--- src/hw/rtl/mat4_pkg.sv ---
package mat4_pkg;

	localparam int DIM_DEF       = 4;
	localparam int FRAC_BITS_DEF = 16;
	localparam int VAL_W         = 32;
	// widest element index, for the largest supported matrix size of eight
	localparam int IDX_MAX_W     = 3;

	typedef enum logic [1:0] {
		OP_MUL = 2'd0,
		OP_ADD = 2'd1,
		OP_SUB = 2'd2,
		OP_CMP = 2'd3
	} op_t;

	// control word travelling down the pipeline with each memory read
	typedef struct packed {
		logic                 valid;
		op_t                  op;
		logic [IDX_MAX_W-1:0] row;
		logic [IDX_MAX_W-1:0] col;
		logic                 first;
		logic                 lastk;
		logic                 fin;
	} ctl_t;

	// clamp a sum or difference of two elements to the element range
	function automatic logic [VAL_W-1:0] sat_sum(input logic [VAL_W:0] s);
		if (s[VAL_W] != s[VAL_W-1]) begin
			return s[VAL_W] ? {1'b1, {(VAL_W-1){1'b0}}} : {1'b0, {(VAL_W-1){1'b1}}};
		end
		return s[VAL_W-1:0];
	endfunction

endpackage

--- src/hw/rtl/matrix4_multiply_add_sub_unit.sv ---
// channel  | handshake             | word
// ---------+-----------------------+--------------------------------------------
// input    | in_valid / in_stall   | a_value, b_value, row, col, opcode, last
// output   | out_valid / out_stall | value, out_row, out_col, equal, end_of_run
//
// a word without last is written to both element stores when row and col are below DIM
// a word with last is written, then in_stall stays high while the stores are read once a cycle
// unless a stalled result waits; multiply walks k per element (one shared multiply-accumulate),
// and the others read each element once; compare gives a single result at the end of the run
// out_stall with a result waiting freezes the read, multiply and accumulate stages in place
// reset clears control only; the element stores hold no reset value
module matrix4_multiply_add_sub_unit #(
	parameter int DIM       = mat4_pkg::DIM_DEF,
	parameter int FRAC_BITS = mat4_pkg::FRAC_BITS_DEF,
	parameter int IDX_W     = (DIM > 1) ? $clog2(DIM) : 1
) (
	input  logic                              clk,
	input  logic                              arst_n,
	input  logic                              in_valid,
	output logic                              in_stall,
	input  logic signed [mat4_pkg::VAL_W-1:0] a_value,
	input  logic signed [mat4_pkg::VAL_W-1:0] b_value,
	input  logic [IDX_W-1:0]                  row,
	input  logic [IDX_W-1:0]                  col,
	input  logic [1:0]                        opcode,
	input  logic                              last,
	output logic                              out_valid,
	input  logic                              out_stall,
	output logic signed [mat4_pkg::VAL_W-1:0] value,
	output logic [IDX_W-1:0]                  out_row,
	output logic [IDX_W-1:0]                  out_col,
	output logic                              equal,
	output logic                              end_of_run
);
	import mat4_pkg::*;

	localparam int ADDR_W = $clog2(DIM * DIM);
	localparam logic [IDX_W-1:0] LAST_IDX = IDX_W'(DIM - 1);

	typedef enum logic [1:0] {
		ST_IDLE = 2'b01,
		ST_RUN  = 2'b10
	} state_t;

	state_t           state_q;
	op_t              op_q;
	logic [IDX_W-1:0] i_q;
	logic [IDX_W-1:0] j_q;
	logic [IDX_W-1:0] k_q;

	logic              accept;
	logic              in_range;
	logic              we;
	logic [ADDR_W-1:0] waddr;
	logic [ADDR_W-1:0] raddr_a;
	logic [ADDR_W-1:0] raddr_b;
	logic              adv;
	logic              issue;
	logic              is_mul;
	logic              is_cmp;
	logic              k_wrap;
	logic              j_wrap;
	logic              i_wrap;
	logic              final_rd;
	ctl_t              ctl_issue;
	ctl_t              ctl_s1;

	logic signed [VAL_W-1:0] a_s1;
	logic signed [VAL_W-1:0] b_s1;

	assign in_stall = (state_q != ST_IDLE);
	assign accept   = in_valid && !in_stall;
	assign in_range = ({1'b0, row} < (IDX_W+1)'(DIM)) && ({1'b0, col} < (IDX_W+1)'(DIM));
	assign we       = accept && in_range;
	assign waddr    = ADDR_W'(row) * ADDR_W'(DIM) + ADDR_W'(col);

	assign is_mul   = (op_q == OP_MUL);
	assign is_cmp   = (op_q == OP_CMP);
	assign issue    = (state_q == ST_RUN) && adv;
	assign k_wrap   = !is_mul || (k_q == LAST_IDX);
	assign j_wrap   = (j_q == LAST_IDX);
	assign i_wrap   = (i_q == LAST_IDX);
	assign final_rd = k_wrap && j_wrap && i_wrap;

	// multiply walks row i of A against column j of B, the others walk element (i, j)
	assign raddr_a = is_mul ? ADDR_W'(i_q) * ADDR_W'(DIM) + ADDR_W'(k_q)
	                        : ADDR_W'(i_q) * ADDR_W'(DIM) + ADDR_W'(j_q);
	assign raddr_b = is_mul ? ADDR_W'(k_q) * ADDR_W'(DIM) + ADDR_W'(j_q)
	                        : ADDR_W'(i_q) * ADDR_W'(DIM) + ADDR_W'(j_q);

	always_comb begin
		ctl_issue       = '0;
		ctl_issue.valid = issue;
		ctl_issue.op    = op_q;
		ctl_issue.row   = IDX_MAX_W'(i_q);
		ctl_issue.col   = IDX_MAX_W'(j_q);
		ctl_issue.first = is_mul ? (k_q == '0)
		                         : (!is_cmp || ((i_q == '0) && (j_q == '0)));
		ctl_issue.lastk = k_wrap && (!is_cmp || final_rd);
		ctl_issue.fin   = final_rd;
	end

	always_ff @(posedge clk or negedge arst_n) begin
		if (!arst_n) begin
			state_q <= ST_IDLE;
			op_q    <= OP_MUL;
			i_q     <= '0;
			j_q     <= '0;
			k_q     <= '0;
			ctl_s1  <= '0;
		end else begin
			if (adv) begin
				ctl_s1 <= ctl_issue;
			end
			unique case (state_q)
				ST_IDLE: begin
					if (accept && last) begin
						state_q <= ST_RUN;
						op_q    <= op_t'(opcode);
						i_q     <= '0;
						j_q     <= '0;
						k_q     <= '0;
					end
				end
				ST_RUN: begin
					if (issue) begin
						k_q <= k_wrap ? '0 : k_q + 1'b1;
						if (k_wrap) begin
							j_q <= j_wrap ? '0 : j_q + 1'b1;
							if (j_wrap) begin
								i_q <= i_wrap ? '0 : i_q + 1'b1;
							end
						end
						if (final_rd) begin
							state_q <= ST_IDLE;
						end
					end
				end
				default: state_q <= ST_IDLE;
			endcase
		end
	end

	mat4_store #(
		.DIM(DIM)
	) u_store (
		.clk     (clk),
		.we      (we),
		.waddr   (waddr),
		.wdata_a (a_value),
		.wdata_b (b_value),
		.re      (issue),
		.raddr_a (raddr_a),
		.raddr_b (raddr_b),
		.rdata_a (a_s1),
		.rdata_b (b_s1)
	);

	mat4_datapath #(
		.DIM       (DIM),
		.FRAC_BITS (FRAC_BITS),
		.IDX_W     (IDX_W)
	) u_datapath (
		.clk        (clk),
		.arst_n     (arst_n),
		.ctl_s1     (ctl_s1),
		.a_s1       (a_s1),
		.b_s1       (b_s1),
		.out_stall  (out_stall),
		.adv        (adv),
		.out_valid  (out_valid),
		.value      (value),
		.out_row    (out_row),
		.out_col    (out_col),
		.equal      (equal),
		.end_of_run (end_of_run)
	);

endmodule

--- src/hw/rtl/mat4_store.sv ---
module mat4_store #(
	parameter int DIM = mat4_pkg::DIM_DEF
) (
	input  logic                                  clk,
	input  logic                                  we,
	input  logic [$clog2(DIM*DIM)-1:0]            waddr,
	input  logic signed [mat4_pkg::VAL_W-1:0]     wdata_a,
	input  logic signed [mat4_pkg::VAL_W-1:0]     wdata_b,
	input  logic                                  re,
	input  logic [$clog2(DIM*DIM)-1:0]            raddr_a,
	input  logic [$clog2(DIM*DIM)-1:0]            raddr_b,
	output logic signed [mat4_pkg::VAL_W-1:0]     rdata_a,
	output logic signed [mat4_pkg::VAL_W-1:0]     rdata_b
);
	import mat4_pkg::*;

	localparam int DEPTH = DIM * DIM;

	logic [VAL_W-1:0] left_mem  [DEPTH];
	logic [VAL_W-1:0] right_mem [DEPTH];
	logic [VAL_W-1:0] rd_a_q;
	logic [VAL_W-1:0] rd_b_q;

	always_ff @(posedge clk) begin
		if (we) begin
			left_mem[waddr]  <= wdata_a;
			right_mem[waddr] <= wdata_b;
		end
	end

	always_ff @(posedge clk) begin
		if (re) begin
			rd_a_q <= left_mem[raddr_a];
			rd_b_q <= right_mem[raddr_b];
		end
	end

	assign rdata_a = rd_a_q;
	assign rdata_b = rd_b_q;

endmodule

--- src/hw/rtl/mat4_datapath.sv ---
module mat4_datapath #(
	parameter int DIM       = mat4_pkg::DIM_DEF,
	parameter int FRAC_BITS = mat4_pkg::FRAC_BITS_DEF,
	parameter int IDX_W     = $clog2(mat4_pkg::DIM_DEF)
) (
	input  logic                              clk,
	input  logic                              arst_n,
	input  mat4_pkg::ctl_t                    ctl_s1,
	input  logic signed [mat4_pkg::VAL_W-1:0] a_s1,
	input  logic signed [mat4_pkg::VAL_W-1:0] b_s1,
	input  logic                              out_stall,
	output logic                              adv,
	output logic                              out_valid,
	output logic signed [mat4_pkg::VAL_W-1:0] value,
	output logic [IDX_W-1:0]                  out_row,
	output logic [IDX_W-1:0]                  out_col,
	output logic                              equal,
	output logic                              end_of_run
);
	import mat4_pkg::*;

	localparam int PROD_W = 2 * VAL_W;
	localparam int TERM_W = PROD_W - FRAC_BITS;
	localparam int ACC_W  = TERM_W + $clog2(DIM);
	localparam logic signed [ACC_W-1:0] ACC_HI = ACC_W'(32'sh7FFF_FFFF);
	localparam logic signed [ACC_W-1:0] ACC_LO = ACC_W'(32'sh8000_0000);

	ctl_t                     ctl_s2;
	logic signed [PROD_W-1:0] prod_s2;
	logic [VAL_W:0]           sum_s2;
	logic                     eq_s2;

	logic signed [TERM_W-1:0] term;
	logic signed [ACC_W-1:0]  acc_q;
	logic signed [ACC_W-1:0]  acc_sum;
	logic [VAL_W-1:0]         acc_sat;
	logic                     eq_q;
	logic                     eq_run;
	logic [VAL_W-1:0]         res_value;
	logic                     load;

	logic                     out_valid_q;
	logic [VAL_W-1:0]         value_q;
	logic [IDX_W-1:0]         row_q;
	logic [IDX_W-1:0]         col_q;
	logic                     equal_q;
	logic                     end_q;

	// whole pipeline holds while a finished word waits at the output and out_stall is high
	assign adv = !out_valid_q || !out_stall;

	always_ff @(posedge clk or negedge arst_n) begin
		if (!arst_n) begin
			ctl_s2 <= '0;
		end else if (adv) begin
			ctl_s2 <= ctl_s1;
		end
	end

	always_ff @(posedge clk) begin
		if (adv) begin
			prod_s2 <= PROD_W'(a_s1) * PROD_W'(b_s1);
			sum_s2  <= (ctl_s1.op == OP_SUB) ? ((VAL_W+1)'(a_s1) - (VAL_W+1)'(b_s1))
			                                 : ((VAL_W+1)'(a_s1) + (VAL_W+1)'(b_s1));
			eq_s2   <= (a_s1 == b_s1);
		end
	end

	// arithmetic shift of the product, rounds toward minus infinity
	assign term    = prod_s2[PROD_W-1:FRAC_BITS];
	assign acc_sum = (ctl_s2.first ? '0 : acc_q) + ACC_W'(term);
	assign eq_run  = (ctl_s2.first || eq_q) && eq_s2;

	always_comb begin
		if (acc_sum > ACC_HI) begin
			acc_sat = ACC_HI[VAL_W-1:0];
		end else if (acc_sum < ACC_LO) begin
			acc_sat = ACC_LO[VAL_W-1:0];
		end else begin
			acc_sat = acc_sum[VAL_W-1:0];
		end
	end

	always_comb begin
		unique case (ctl_s2.op)
			OP_MUL:         res_value = acc_sat;
			OP_ADD, OP_SUB: res_value = sat_sum(sum_s2);
			OP_CMP:         res_value = '0;
			default:        res_value = '0;
		endcase
	end

	always_ff @(posedge clk) begin
		if (adv && ctl_s2.valid) begin
			acc_q <= acc_sum;
			eq_q  <= eq_run;
		end
	end

	assign load = adv && ctl_s2.valid && ctl_s2.lastk;

	always_ff @(posedge clk or negedge arst_n) begin
		if (!arst_n) begin
			out_valid_q <= 1'b0;
		end else if (adv) begin
			out_valid_q <= ctl_s2.valid && ctl_s2.lastk;
		end
	end

	always_ff @(posedge clk) begin
		if (load) begin
			value_q <= res_value;
			if (ctl_s2.op == OP_CMP) begin
				row_q   <= '0;
				col_q   <= '0;
				equal_q <= eq_run;
			end else begin
				row_q   <= ctl_s2.row[IDX_W-1:0];
				col_q   <= ctl_s2.col[IDX_W-1:0];
				equal_q <= 1'b0;
			end
			end_q <= ctl_s2.fin;
		end
	end

	assign out_valid  = out_valid_q;
	assign value      = value_q;
	assign out_row    = row_q;
	assign out_col    = col_q;
	assign equal      = equal_q;
	assign end_of_run = end_q;

endmodule

--- config.mk ---
export PLATFORM = sky130hd
export DESIGN_NAME = matrix4_multiply_add_sub_unit
export DESIGN_NICKNAME = d
export VERILOG_FILES = /design/src/hw/rtl/mat4_pkg.sv /design/src/hw/rtl/matrix4_multiply_add_sub_unit.sv /design/src/hw/rtl/mat4_store.sv /design/src/hw/rtl/mat4_datapath.sv
export SDC_FILE = /design/constraint.sdc
export NUM_CORES = 2
export LEC_CHECK = 0
export ABC_AREA = 1
export BUFFER_PORTS_ARGS = -buffer_cell sky130_fd_sc_hd__buf_2
export CORE_ASPECT_RATIO = 1.5
export CORE_UTILIZATION = 35
export CTS_CLUSTER_SIZE = 24
export DETAILED_ROUTE_END_ITERATION = 8
export PLACE_DENSITY = 0.59
export SYNTH_ARGS = -nofsm -noshare
export SYNTH_HDL_FRONTEND = slang
export SYNTH_SLANG_ARGS = --single-unit
--- constraint.sdc ---
create_clock -name clk -period 11.4 [get_ports clk]
set_clock_uncertainty 0.1 [all_clocks]
set_input_delay 1.14 -clock clk [delete_from_list [all_inputs] [get_ports clk]]
set_output_delay 1.14 -clock clk [all_outputs]
set_load 0.1 [all_outputs]
=== Yosys cells after proc, flatten, opt, wreduce, memory -nomap -nowiden ===
Memories as Yosys holds them, arrays and structs flattened. A register that Yosys moved wholly into a read port is not among the register bits.
Cells that the tools add are included.

* Memories: 2
* Bits in writable memories: 1024
* Bits in registers: 218
* Logic and storage cells: 128
* Output and inout bits: 40

* Eq/ne operators: 18
* Mux-type cells: 32
* Add/sub/neg operators: 10
* Magnitude comparators: 2
* $mul: 1
* Reduce and logical (&&, ||, !) cells: 33

{| class="wikitable"
|+ Memories
! memory !! depth !! width !! rd ports !! clocked after memory_dff !! write ports !! RTL line !! text
|-
| u_store.left_mem || 16 || 32 || 1 || 1 || 1 || mat4_store.sv:19 || <nowiki>logic [VAL_W-1:0] left_mem [DEPTH];</nowiki>
|-
| u_store.right_mem || 16 || 32 || 1 || 1 || 1 || mat4_store.sv:20 || <nowiki>logic [VAL_W-1:0] right_mem [DEPTH];</nowiki>
|}

{| class="wikitable"
|+ Operator list
! cell !! number
|-
| 32-bit two-way mux || 5
|-
| 32-bit case mux with 3 select lines || 1
|-
| 32-bit by 32-bit multiplier with 64-bit output || 1
|-
| 50-bit adder || 1
|-
| 50-bit by 32-bit greater-than comparator with 1-bit output (second input constant) || 1
|-
| 50-bit by 32-bit less-than comparator with 1-bit output (second input constant) || 1
|-
| 50-bit two-way mux || 1
|-
| 32-bit by 32-bit adder with 33-bit output || 1
|-
| 33-bit two-way mux || 1
|-
| 32-bit by 32-bit subtractor with 33-bit output || 1
|-
| 32-bit equality test || 1
|-
| 2-bit two-way mux || 13
|-
| 4-bit by 2-bit adder with 4-bit output || 4
|-
| 2-bit equality test (second input constant) || 8
|-
| 2-bit case mux with 2 select lines || 4
|-
| 1-bit logical AND || 11
|-
| 2-bit logical NOT || 5
|-
| 2-bit != test (second input constant) || 5
|-
| 4-bit two-way mux || 2
|-
| 2-bit by 1-bit adder with 2-bit output (second input constant) || 3
|-
| 3-bit AND reduction || 2
|-
| 1-bit logical NOT || 5
|-
| 1-bit logical OR || 5
|-
| 1-bit two-way mux || 5
|-
| 8 further kinds || 9
|}

=== Logic depth before layout (Yosys ltp) ===
* Word-level depth: 8
* Depth in mapped cells: 32
* Mapped depth without buffers: 30

=== Cells and area by module ===
From an unflattened synthesis, not the netlist that was laid out.

* Cells, all modules: 10990
* Area, all modules: 98899.9 µm²

{| class="wikitable"
|+ Modules (own cells, without submodules)
! module !! area an instance (µm²) !! sequential area each (µm²) !! cells each !! instances
|-
| mat4_datapath || 51901.0 || 5410.2 || 6653 || 1
|-
| mat4_store || 45965.3 || 32671.3 || 4215 || 1
|-
| matrix4_multiply_add_sub_unit || 1033.5 || 501.7 || 122 || 1
|}

=== Least setup slack after synthesis ===
Ideal clock, no wire load.

* Path type: register -> register
* Start: reg u_store.rd_a_q[31], in the netlist u_store.rdata_a[31], read port of u_store.left_mem
* End: reg u_datapath.prod_s2[58], data pin
* Clock period less this slack: 7.642 ns
* Library setup time: 0.265 ns
* Data required time: 11.035 ns
* Setup slack: 3.758 ns
* Cell stages (with the launch flop): 28
* Arrival: 7.277 ns
* Buffers on the path: 2
* Cells stage by stage: edfxtp_1 > clkbuf_1 > clkbuf_1 > nand2_1 > inv_1 > fa_1 > inv_1 > fa_1 > inv_1 > fa_1 > fa_1 > inv_1 > fa_1 > inv_1 > fa_1 > inv_1 > fa_1 > fa_1 > inv_1 > ha_1 > a21oi_1 > inv_1 > a31oi_1 > o21a_1 > o221ai_1 > a21oi_1 > o21ai_0 > xor2_1

* Cells in the longest elaborated chain, start to end: 1

{| class="wikitable"
|+ RTL lines
! element !! RTL line !! text
|-
| start, declared || mat4_store.sv:21 || <nowiki>logic [VAL_W-1:0] rd_a_q;</nowiki>
|-
| 32-bit by 32-bit multiplier with 64-bit output || mat4_datapath.sv:62 || <nowiki>prod_s2 <= PROD_W'(a_s1) * PROD_W'(b_s1);</nowiki>
|-
| end signal, assigned || mat4_datapath.sv:62 ||
|-
| end, declared || mat4_datapath.sv:29 || <nowiki>logic signed [PROD_W-1:0] prod_s2;</nowiki>
|}

Every way passes these cells.
A chain may end at the register's enable or synchronous reset.

=== Worst setup path in the final report ===
* Start: reg u_store.rd_a_q[19], in the netlist u_store.rdata_a[19], read port of u_store.left_mem
* End: reg u_datapath.prod_s2[54], data pin

The elaborated chain is that of the path after synthesis.

==> impl_metrics.json <==
{
  "numClockSinks": 1290,
  "failed_checks": "design-rule violations",
  "global_route_wire_length_before_repair_mm": 450,
  "hpwlAfterDp_mm": 217,
  "die_height_um": 639,
  "setup_total_negative_slack_ns": 0,
  "floorplan.core_area_sq_mm": 0.269,
  "grt_max_degree": 160,
  "postSynthAreaPerCell_sq_um": 9.82,
  "distinct_cell_type_count_after_synthesis": 54,
  "grt_pass1_vias": 73200,
  "layout.nets": 11100,
  "routed_vias": 68400,
  "maxCapViolCount": 0,
  "die_x_um": 427,
  "rsz_0062_raised_after_global_routing": "false",
  "dr.first_iter.drc_count": 5332,
  "via_cell_ratio": 5.17,
  "final_cell_mix": "sky130_fd_sc_hd__inv_1 (2,042), sky130_fd_sc_hd__nand2_1 (1,635), sky130_fd_sc_hd__edfxtp_1 (1,259), sky130_fd_sc_hd__fa_1 (1,084), sky130_fd_sc_hd__nor2_1 (997)",
  "antenna_found_initial": 25,
  "timing.critical_path.slowest_stage_cell": "sky130_fd_sc_hd__edfxtp_1",
  "grt.total_usage_pct": 22.1,
  "synth_nets": 11100,
  "final-max-slew-violation-count": 0,
  "cts_repair_resize_count": 0,
  "design.portCount": 115,
  "max_stage_delay_ns": 1.10,
  "place_congestion": 1.03,
  "htree_num_levels": 4,
  "finished_core_util_pct": 38.6,
  "sequential_fraction_of_the_synthesis_area_pct": 40.8,
  "synthesis.yosys.warnings": 0,
  "post_drt_wl_per_cell_um": 23.0,
  "initial_utilization_pct": 35.2,
  "worst_pin_slew_ns": 1.15,
  "critPathMaxFanout": 11,
  "layout_commonest_cell": "sky130_fd_sc_hd__inv_1",
  "post-cts-setup-buffers": 0,
  "drt_first_pass_iters": 8,
  "ctsLongestPathBuffers": 4,
  "critical_path.startpoint_type": "register",
  "tritoncts": "built",
  "cpLargestDelayFamily": "adder cells",
  "final.period_utilization_pct": 81.5,
  "synthesis.area_sq_mm": 0.0946,
  "io_buffer_count": 114,
  "detail_route.drc_violations": 2,
  "setup_violations": 0,
  "critical_path_buf_inv_count": 6,
  "worstSetupPathType": "reg -> reg",
  "cts_inserted_buffers": 138,
  "crit_top_cell": "sky130_fd_sc_hd__fa_1",
  "clk_pin_slew_ns": 0.07,
  "drive_above_1_share_pct": 5.98,
  "finalHoldViolCount": 0,
  "clockRootBuffer": "sky130_fd_sc_hd__clkbuf_16",
  "synthArstFlopShare_pct": 2.40,
  "maxClockFrequency_ghz": 0.108,
  "cts.hold.buffers_added": 0,
  "max-slew-margin-rel_pct": 22.8,
  "floorplan.rows": 233,
  "die-area_sq_mm": 0.272,
  "n_fill_cell": 26400,
  "number_of_enable_type_register_cells_in_the_synthesized_netlist": 1259,
  "final_antenna_net_count": 0,
  "fin_crit_ns": 9.29,
  "worst_hold_path_type": "reg -> reg",
  "critical_path.endpoint_type": "register",
  "grt_remaining_overflow": 0,
  "postRouteWirelength_mm": 304,
  "worst-endpoint-arrival_ns": 9.70,
  "postSynthCellCount": 9635,
  "synthFlopType": "sky130_fd_sc_hd__edfxtp_1",
  "worst-endpoint-required_ns": 11.81,
  "outcome": "finished with violations",
  "clkLatencyLatePin_ns": 0.82,
  "synthToLayoutAreaGrowth_pct": 9.51,
  "ys_ff_latch": 1290
}
==> routing by layer <==
metal	GRT usage, %	wire length [um]	up-vias
met1	24.2	109000	34600
met4	13.3	20500	20
met2	40.4	158000	2573
met5	0	117	-
li1	-	-	30300
met3	2.93	16600	873
==> synthesized netlist by cell type (43+ instances only) <==
library cell / count / area share (%)
sky130_fd_sc_hd__o22ai_1: 92 / 0.61
sky130_fd_sc_hd__o221ai_1: 83 / 0.77
sky130_fd_sc_hd__o211ai_1: 61 / 0.48
sky130_fd_sc_hd__ha_1: 304 / 4.0
sky130_fd_sc_hd__a31oi_1: 43 / 0.28
sky130_fd_sc_hd__a21oi_1: 228 / 1.2
sky130_fd_sc_hd__fa_1: 1084 / 23
sky130_fd_sc_hd__inv_1: 2045 / 8.1
sky130_fd_sc_hd__nor2_1: 1016 / 4.0
sky130_fd_sc_hd__clkbuf_1: 418 / 1.7
sky130_fd_sc_hd__nand2_1: 1636 / 6.5
sky130_fd_sc_hd__xor2_1: 101 / 0.93
sky130_fd_sc_hd__o32ai_1: 58 / 0.54
sky130_fd_sc_hd__o21ai_0: 664 / 3.5
sky130_fd_sc_hd__edfxtp_1: 1259 / 40
sky130_fd_sc_hd__nand3_1: 142 / 0.75
==> metrics by stage <==
step / hold slack, ns / setup WS (ns) / instance area, sq um / instances
2_1_floorplan: 0.325 / 3.76 / 94600 / 9635
3_3_place_gp: 0.340 / 2.31 / 99300 / 13000
3_5_place_dp: 0.335 / 2.34 / 99300 / 13000
4_1_cts: 0.349 / 2.31 / 104000 / 13200
5_1_grt: 0.365 / 1.92 / 104000 / 13200
6_report: 0.366 / 2.11 / 104000 / 13200
==> worst paths after layout <==
| path | start | end | slack, ns | cells past startpoint |
|---|---|---|---|---|
| setup / recovery | u_store.rdata_a[19]$_DFFE_PP_ | u_datapath.prod_s2[54]$_DFFE_PN_ | 2.11 | 25 |
| hold / removal | ctl_s1[10]$_DFFE_PN0N_ | u_datapath.ctl_s2[10]$_DFFE_PN0N_ | 0.37 | 2 |
| setup reg to reg | u_store.rdata_a[19]$_DFFE_PP_ | u_datapath.prod_s2[54]$_DFFE_PN_ | 2.11 | 25 |
| hold reg to reg | ctl_s1[10]$_DFFE_PN0N_ | u_datapath.ctl_s2[10]$_DFFE_PN0N_ | 0.37 | 2 |
| max in group asynchronous | arst_n | j_q[1]$_DFFE_PN0P_ | 10.14 | 1 |
| min in group asynchronous | arst_n | u_datapath.ctl_s2[4]$_DFFE_PN0N_ | 0.38 | 1 |
==> cell families after synthesis <==
group	after synthesis	synth area share [%]
buf+inv	2515	10.0
mux	38	0.405
fa+ha+maj	1388	27.0
simple gates	2947	12.4
xor+xnor	132	1.22
compound gates	1325	8.20
flops	1290	40.8
==> state kept, by name (all words and copies together) (netlist names), 32 cells and up <==
signal	flops
u_datapath.value	32
u_datapath.prod_s2	48
u_store.right_mem	512
u_store.rdata_a	32
u_store.left_mem	512
u_datapath.acc_q	50
u_store.rdata_b	32
u_datapath.sum_s2	33
==> worst min-delay path, delay by kind of cell, from the launching register on <==
kind | cells | cell delay (ns)
simple gates | 1 | 0.05
flops | 1 | 0.34
compound gates | 1 | 0.06
==> final cells by class <==
cell class | instances | area (sq um) | share of cell area [%]
antenna | 14 | 35.0 | 0.0338
clock buffer | 170 | 3670 | 3.54
clock inverter | 62 | 662 | 0.639
inverter | 2067 | 7770 | 7.50
multi-input combinational | 5830 | 46700 | 45.1
sequential | 1290 | 38600 | 37.2
tap | 3525 | 4410 | 4.26
timing repair buffer | 266 | 1750 | 1.69
Power is left out: the tool's default activity adds up to more than one toggle a clock period on the data nets, which glitch-free logic cannot reach.
